[src/rtl/lru_pkg.sv]
// ----------------------------------------------------------------------------
// lru_pkg
// Shared types and constants for the LRU page replacement tracker.
// ----------------------------------------------------------------------------
package lru_pkg;

  localparam int PAGE_W = 12;
  localparam int CNT_W  = 16;
  localparam int RES_W  = 3;
  localparam int CAP_W  = 3;

  localparam logic [CNT_W-1:0] CNT_MAX   = '1;
  localparam logic [CAP_W-1:0] CAP_RESET = 3'd4;

  typedef struct packed {
    logic              restart;
    logic [PAGE_W-1:0] page;
  } lru_in_t;

  typedef struct packed {
    logic              hit;
    logic              replaced;
    logic [PAGE_W-1:0] evicted_page;
    logic [CNT_W-1:0]  replace_count;
    logic [RES_W-1:0]  resident_count;
  } lru_out_t;

  // controller -> datapath
  typedef struct packed {
    logic capture;
    logic update;
  } lru_cmd_t;

  // datapath -> controller
  typedef struct packed {
    logic out_free;
  } lru_sts_t;

endpackage

[src/rtl/lru_ctrl.sv]
// ----------------------------------------------------------------------------
// lru_ctrl
// Two-state sequencer: capture a request, then apply it to the frame table
// once the result register is free.
// ----------------------------------------------------------------------------
module lru_ctrl (
  input  logic              clk,
  input  logic              rst_n,
  input  logic              in_valid,
  output logic              in_ready,
  input  lru_pkg::lru_sts_t sts,
  output lru_pkg::lru_cmd_t cmd
);
  import lru_pkg::*;

  localparam logic ST_IDLE = 1'b0;
  localparam logic ST_EXEC = 1'b1;

  logic state_r;
  logic state_nxt;

  always_comb begin
    in_ready    = 1'b0;
    cmd.capture = 1'b0;
    cmd.update  = 1'b0;
    state_nxt   = state_r;
    case (state_r)
      ST_IDLE: begin
        in_ready    = 1'b1;
        cmd.capture = in_valid;
        if (in_valid) begin
          state_nxt = ST_EXEC;
        end
      end
      ST_EXEC: begin
        // hold the request until the previous result has been taken
        cmd.update = sts.out_free;
        if (sts.out_free) begin
          state_nxt = ST_IDLE;
        end
      end
      default: begin
        state_nxt = ST_IDLE;
      end
    endcase
  end

  always_ff @(posedge clk) begin
    if (!rst_n) begin
      state_r <= ST_IDLE;
    end else begin
      state_r <= state_nxt;
    end
  end

endmodule

[src/rtl/lru_dp.sv]
// ----------------------------------------------------------------------------
// lru_dp
// Frame table, recency ranks, counters, capacity register and result register.
// ----------------------------------------------------------------------------
module lru_dp #(
  parameter int FRAMES = 4
) (
  input  logic                    clk,
  input  logic                    rst_n,
  input  lru_pkg::lru_cmd_t       cmd,
  output lru_pkg::lru_sts_t       sts,
  input  lru_pkg::lru_in_t        in_data,
  output logic                    out_valid,
  input  logic                    out_ready,
  output lru_pkg::lru_out_t       out_data,
  input  logic                    cfg_we,
  input  logic [lru_pkg::CAP_W-1:0] cfg_wdata
);
  import lru_pkg::*;

  localparam int OCC_W = $clog2(FRAMES + 1);
  localparam int AGE_W = (FRAMES > 1) ? $clog2(FRAMES) : 1;

  lru_in_t           req_r;
  logic [CAP_W-1:0]  cap_r;
  logic [PAGE_W-1:0] frm_page_r [FRAMES];
  logic [FRAMES-1:0] frm_valid_r;
  logic [AGE_W-1:0]  frm_age_r  [FRAMES];
  logic [OCC_W-1:0]  occ_r;
  logic [CNT_W-1:0]  cnt_r;
  lru_out_t          out_r;
  logic              out_valid_r;

  logic [FRAMES-1:0] valid_eff;
  logic [OCC_W-1:0]  occ_eff;
  logic [CNT_W-1:0]  cnt_eff;
  logic [31:0]       cap_w;
  logic [31:0]       cap_sat;
  logic [OCC_W-1:0]  cap_eff;
  logic [FRAMES-1:0] hit_vec;
  logic [FRAMES-1:0] free_vec;
  logic [FRAMES-1:0] old_vec;
  logic [FRAMES-1:0] sel;
  logic              is_hit;
  logic              is_ins;
  logic              is_evict;
  logic [AGE_W-1:0]  age_sel;
  logic [PAGE_W-1:0] evicted;
  logic [AGE_W-1:0]  age_nxt [FRAMES];
  logic [OCC_W-1:0]  occ_nxt;
  logic [CNT_W-1:0]  cnt_nxt;
  lru_out_t          res;

  assign out_valid    = out_valid_r;
  assign out_data     = out_r;
  assign sts.out_free = !out_valid_r || out_ready;

  always_comb begin
    valid_eff = req_r.restart ? '0 : frm_valid_r;
    occ_eff   = req_r.restart ? '0 : occ_r;
    cnt_eff   = req_r.restart ? '0 : cnt_r;

    // capacity 0 acts as 1, anything above the frame count saturates
    cap_w = 32'(cap_r);
    if (cap_w == 32'd0) begin
      cap_sat = 32'd1;
    end else if (cap_w > 32'(FRAMES)) begin
      cap_sat = 32'(FRAMES);
    end else begin
      cap_sat = cap_w;
    end
    cap_eff = OCC_W'(cap_sat);

    for (int i = 0; i < FRAMES; i++) begin
      hit_vec[i] = valid_eff[i] && (frm_page_r[i] == req_r.page);
      // valid ranks are 0..occ-1, so the LRU frame holds rank occ-1
      old_vec[i] = valid_eff[i] && (OCC_W'(frm_age_r[i]) == occ_eff - OCC_W'(1));
    end
    free_vec = ~valid_eff & (~(~valid_eff) + FRAMES'(1));

    is_hit   = |hit_vec;
    is_ins   = !is_hit && (occ_eff < cap_eff);
    is_evict = !is_hit && !is_ins;
    sel      = is_hit ? hit_vec : (is_ins ? free_vec : old_vec);

    age_sel = '0;
    evicted = '0;
    for (int i = 0; i < FRAMES; i++) begin
      if (sel[i]) begin
        age_sel = age_sel | frm_age_r[i];
      end
      if (is_evict && old_vec[i]) begin
        evicted = evicted | frm_page_r[i];
      end
    end

    for (int i = 0; i < FRAMES; i++) begin
      if (sel[i]) begin
        age_nxt[i] = '0;
      end else if (valid_eff[i] && (!is_hit || frm_age_r[i] < age_sel)) begin
        age_nxt[i] = frm_age_r[i] + AGE_W'(1);
      end else begin
        age_nxt[i] = frm_age_r[i];
      end
    end

    occ_nxt = occ_eff + (is_ins ? OCC_W'(1) : OCC_W'(0));
    cnt_nxt = cnt_eff;
    if (is_evict && cnt_eff != CNT_MAX) begin
      cnt_nxt = cnt_eff + CNT_W'(1);
    end

    res.hit            = is_hit;
    res.replaced       = is_evict;
    res.evicted_page   = evicted;
    res.replace_count  = cnt_nxt;
    res.resident_count = RES_W'(occ_nxt);
  end

  // page tags carry no reset; they are only read behind a valid bit
  always_ff @(posedge clk) begin
    if (cmd.capture) begin
      req_r <= in_data;
    end
    if (cmd.update) begin
      out_r <= res;
      for (int i = 0; i < FRAMES; i++) begin
        if (sel[i] && !is_hit) begin
          frm_page_r[i] <= req_r.page;
        end
      end
    end
  end

  always_ff @(posedge clk) begin
    if (!rst_n) begin
      cap_r       <= CAP_RESET;
      frm_valid_r <= '0;
      occ_r       <= '0;
      cnt_r       <= '0;
      out_valid_r <= 1'b0;
      for (int i = 0; i < FRAMES; i++) begin
        frm_age_r[i] <= '0;
      end
    end else begin
      if (cfg_we) begin
        cap_r <= cfg_wdata;
      end
      if (cmd.update) begin
        frm_valid_r <= valid_eff | sel;
        occ_r       <= occ_nxt;
        cnt_r       <= cnt_nxt;
        for (int i = 0; i < FRAMES; i++) begin
          frm_age_r[i] <= age_nxt[i];
        end
      end
      if (cmd.update) begin
        out_valid_r <= 1'b1;
      end else if (out_ready) begin
        out_valid_r <= 1'b0;
      end
    end
  end

endmodule

[src/rtl/lru_page_replacement.sv]
// ----------------------------------------------------------------------------
// lru_page_replacement
// Flow: an accepted request is captured into the request register, then the
// frame table and result register are updated once the result register is
// free; no new request is accepted until that update is done.
// Reset: synchronous; empties all frames, clears counters, capacity back to 4.
// No clearing pass: frame valid bits are flip-flops cleared at once.
// ----------------------------------------------------------------------------
module lru_page_replacement #(
  parameter int FRAMES = 4
) (
  input  logic                      clk,
  input  logic                      rst_n,
  input  logic                      in_valid,
  output logic                      in_ready,
  input  lru_pkg::lru_in_t          in_data,
  output logic                      out_valid,
  input  logic                      out_ready,
  output lru_pkg::lru_out_t         out_data,
  input  logic                      cfg_we,
  input  logic [lru_pkg::CAP_W-1:0] cfg_wdata
);
  import lru_pkg::*;

  lru_cmd_t cmd;
  lru_sts_t sts;

  lru_ctrl u_ctrl (
    .clk      (clk),
    .rst_n    (rst_n),
    .in_valid (in_valid),
    .in_ready (in_ready),
    .sts      (sts),
    .cmd      (cmd)
  );

  lru_dp #(
    .FRAMES (FRAMES)
  ) u_dp (
    .clk       (clk),
    .rst_n     (rst_n),
    .cmd       (cmd),
    .sts       (sts),
    .in_data   (in_data),
    .out_valid (out_valid),
    .out_ready (out_ready),
    .out_data  (out_data),
    .cfg_we    (cfg_we),
    .cfg_wdata (cfg_wdata)
  );

endmodule

[config.mk]
export PLATFORM = sky130hd
export DESIGN_NAME = lru_page_replacement
export DESIGN_NICKNAME = d
export VERILOG_FILES = /design/src/rtl/lru_pkg.sv /design/src/rtl/lru_ctrl.sv /design/src/rtl/lru_dp.sv /design/src/rtl/lru_page_replacement.sv
export SDC_FILE = /design/constraint.sdc
export NUM_CORES = 1
export LEC_CHECK = 0
export ABC_AREA = 1
export BUFFER_PORTS_ARGS = -buffer_cell sky130_fd_sc_hd__buf_4
export CAP_MARGIN = 20
export CELL_PAD_IN_SITES_DETAIL_PLACEMENT = 0
export CELL_PAD_IN_SITES_GLOBAL_PLACEMENT = 1
export CORE_MARGIN = 4
export CORE_UTILIZATION = 45
export DETAILED_ROUTE_END_ITERATION = 6
export MAX_ROUTING_LAYER = met4
export PLACE_DENSITY_LB_ADDON = 0.1
export SYNTH_ARGS = -nofsm -noshare
export SYNTH_HDL_FRONTEND = slang
export SYNTH_HIERARCHICAL = 1
export SYNTH_SLANG_ARGS = --single-unit
[constraint.sdc]
create_clock -name clk -period 5.9 [get_ports clk]
set_clock_uncertainty 0.15 [all_clocks]
set_input_delay 1.18 -clock clk [delete_from_list [all_inputs] [get_ports clk]]
set_output_delay 1.18 -clock clk [all_outputs]
set_load 0.05 [all_outputs]
==> flow_summary_export.csv <==
group,metric,value,unit
setup_path,critical_path.max_stage_delay,890,ps
timing,postLayoutSetupSlackWorst,1410,ps
yosys,synth.net_count,834,
finish,final_cell_count_no_fill,1072,
yosys,synthDominantCellAreaShare,44.1,%
timing,fmax,223,MHz
setup_path,critPathKind,"register to register",
global_routing,grt_max_degree,24,
finish,final_core_density,54.0,%
drt,detail_route.drc_violations,0,
clocking,cts_tree,"yes",
hold_path,min_path_type,"register to register",
yosys,postSynth.topFlopCell,"edfxtp_1",
clocking,worst_skew_pair.late_latency,420,ps
timing,final_min_period_over_clock_period,76.1,%
setup_path,worst-endpoint-arrival,4440,ps
finish,area.growth.synth_to_final,17.7,%
floorplanning,die-height,132,um
pwr,power.density,290,mW/mm2
global_routing,grt_usage,21.3,%
setup_path,setup.worst_path.start_class,"register",
floorplanning,die-area,0.0175,mm2
global_routing,via_count_of_the_first_global_routing_pass,5255,
run,maxCapViolCount,0,
timing,finalSetupTns,0,ps
drt,route.detailed.vias_per_inst,5.31,
yosys,synthCells,803,
finish,sequential_cell_area,0.00362,mm2
place,io_port_bufs,55,
global_routing,grt_pass1_wl,28.1,mm
hold_path,hold_path_depth,2,
setup_path,worst_case_reg_to_reg_path_depth,18,
pwr,cellLeakagePower,0.00347,uW
place,placed_cells_incl_taps,1040,
clocking,htree_levels,4,
yosys,yosys_warnings,6,
global_routing,global_route.overflow_total,0,
setup_path,crit_family,"compound AO/OA/AOI/OAI gates",
timing,tightestPinTransition,1020,ps
setup_path,top_fanout_value_on_the_critical_path,19,
yosys,yosys.area.top_type,"edfxtp_1",
run_status,outcome,"completed",
clocking,setup_bufs_post_cts,0,
drt,wirelength,17.9,mm
drt,routed_wire_length_per_instance,16.7,um
setup_path,timing.critical_path.depth,18,
finish,fillCellCount,1378,
place,post_placement_setup_slack,1420,ps
yosys,mappedNetlistArea,0.00695,mm2
yosys,largest_cells_by_area_after_synthesis,"edfxtp_1, nand2_1, dfxtp_1",
setup_path,sort_of_element_at_the_end_of_the_critical_path,"register",
clocking,clock_sink_count,130,
place,detailed_place_hpwl,13.7,mm
timing,min_period,4490,ps
yosys,syn-mean-instance-area,8.65,um2
finish,nNetsFinal,902,
setup_path,crit_path_top_delay_cell,"edfxtp_1",
drt,drtAntennaViolNets,0,
finish,final_antenna_diode_count,0,
drt,detailroute.via_count,5691,
floorplanning,die_x,132,um
clocking,root_buffer,"clkbuf_16",
setup_path,cp_cell_sequence,"inv_4 > nand2_1 > inv_1 > ha_1 > a21o_1 > a31oi_4 > inv_1 > a21oi_1 > nand2_1 > nand2_1 > inv_1 > a221oi_1 > ha_1 > nand2_1 > nand2_1 > nand2_1 > nand2_1 > a21oi_1",
timing,setup_viol,0,
clocking,clk_pin_slew,60,ps
floorplanning,floorplan.initialDensity,45.9,%
clocking,cts_resized,0,
floorplanning,std_cell_rows,45,
yosys,ys_types,45,
yosys,synth-async-reset-ratio,0,%
setup_path,worst-endpoint-required,5850,ps
setup_path,crit_top_cell,"nand2_1",
place,globalplace.congestion,0.965,
floorplanning,ports_placed_on_the_boundary,56,
yosys,number_of_enable_type_register_cells_in_the_synthesized_netlist,102,
timing,final-hold-violation-count,0,
timing,max-slew-margin-rel,31.7,%
drt,detail_route.iter0.violations,478,
finish,footprint_of_the_multi_input_gates,0.00279,mm2
clocking,numCtsBuffers,17,
yosys,ys_ff_latch,130,
drt,drtPass1Iterations,5,
setup_path,critical_path.n_buffers_inverters,4,
clocking,max-clock-path-buffers,2,
timing,setup_repair_after_global_routing_missed_its_margin,"false",
pwr,vdd_drop_max,207,uV
yosys,synth.yosys.seq_area_share,52.1,%
floorplanning,core_ar,0.0151,mm2
finish,post_route_cells_drive_above_1_share,15.2,%
global_routing,number_of_antenna_violations_at_the_first_check_in_global_routing,0,
timing,drv_slew,0,
clocking,holdBufCountCts,0,
==> worst paths after layout <==
check                       from              endpoint  slack [ps]
setup / recovery  u_dp/req_r[12]  u_dp/frm_age_r[3][0]        1410
hold / removal    u_dp/cnt_r[15]        u_dp/cnt_r[15]         310
setup reg to reg  u_dp/req_r[12]  u_dp/frm_age_r[3][0]        1410
hold reg to reg   u_dp/cnt_r[15]        u_dp/cnt_r[15]         310
==> cell usage in the layout (no fill, tap or decap), types with 2 or more instances in the layout <==
| cell | n |
|---|---|
| a21oi_1 | 17 |
| a221oi_1 | 10 |
| a22o_1 | 5 |
| buf_4 | 61 |
| clkbuf_16 | 18 |
| clkbuf_8 | 3 |
| dfxtp_1 | 28 |
| edfxtp_1 | 102 |
| ha_1 | 10 |
| inv_1 | 114 |
| inv_2 | 10 |
| inv_4 | 5 |
| inv_6 | 2 |
| nand2_1 | 201 |
| nand2_2 | 5 |
| nand2_4 | 4 |
| nand3_1 | 44 |
| nand3_4 | 2 |
| nand3b_1 | 3 |
| nand4_1 | 19 |
| nor2_1 | 96 |
| nor2_2 | 7 |
| nor2_4 | 3 |
| nor3_1 | 12 |
| nor3_2 | 3 |
| nor4_1 | 4 |
| o2111ai_1 | 5 |
| o211ai_1 | 3 |
| o21ai_0 | 37 |
| o21ai_1 | 2 |
| o22ai_1 | 2 |
| xnor2_1 | 18 |
| xor2_1 | 11 |
| xor2_2 | 2 |
==> cells in the mapped netlist, drive strengths merged (3+ instances only) <==
cell and n:
a221oi 10, dfxtp 28, xnor2 18, nand2 210
nor4 4, a22o 5, a21oi 17, nand3b 3
buf 6, o2111ai 5, edfxtp 102, clkbuf 7
ha 10, nand4 19, o211ai 3, nand3 47
nor2 107, inv 125, nor3 15, xor2 13
o21ai 39
==> worst reg2reg max path: stages, from the launching register on <==
cell and delay, ps:
edfxtp_1 890, inv_4 130, nand2_1 170, inv_1 60, ha_1 320, a21o_1 200
a31oi_4 300, inv_1 180, a21oi_1 200, nand2_1 90, nand2_1 60, inv_1 60
a221oi_1 590, ha_1 350, nand2_1 60, nand2_1 40, nand2_1 50, nand2_1 60
a21oi_1 210
==> through the flow <==
| stage | area (um2) | power, uW | hold slack [ps] |
|---|---|---|---|
| finish | 8180 | 2370 | 310 |
| detailed placement | 7590 | 1350 | 294 |
| global placement | 7580 | 1350 | 289 |
| CTS | 8180 | 2390 | 315 |
| global route | 8180 | 2470 | 335 |
| floorplan | 6950 | 1260 | 276 |
==> layout make-up <==
type,count,area share [%]
repair buffers,62,5.74
clock buffers,22,6.06
clock inverters,10,1.15
multi-input cells,535,34.1
flip-flops and latches,130,44.3
inverters,125,5.77
well taps,188,2.88
==> state kept, by name, summed over array words and instances (netlist names) <==
name,count
u_ctrl/state_r,1
u_dp/out_data,33
u_dp/out_valid,1
u_dp/cnt_r,16
u_dp/frm_page_r,48
u_dp/cap_r,3
u_dp/req_r,13
u_dp/frm_age_r,8
u_dp/frm_valid_r,4
u_dp/occ_r,3
==> cell families after synthesis <==
logic type      count (synthesis)  share of synthesized area, %
simple gates                  408                          26.4
buf+inv                       138                          7.74
flops                         130                          52.1
compound gates                 86                          7.80
xor+xnor                       31                          4.12
fa+ha+maj                      10                          1.80
==> where the power goes <==
group	internal [uW]	total (uW)	switching, uW
Sequential	1030	1080	41.9
Combinational	77.9	255	178
Clock	642	1040	399
Total	1750	2370	619
==> per-layer routing <==
layer	routed length (um)	share of wire, %	vias up	track usage, %
li1	-	-	2800	-
met1	8760	49	2664	31.4
met2	7690	43	202	29.5
met3	1170	6.5	25	4.12
met4	269	1.5	0	7.10
met5	0	0	-	-
(Power assumes the default switching activity.)
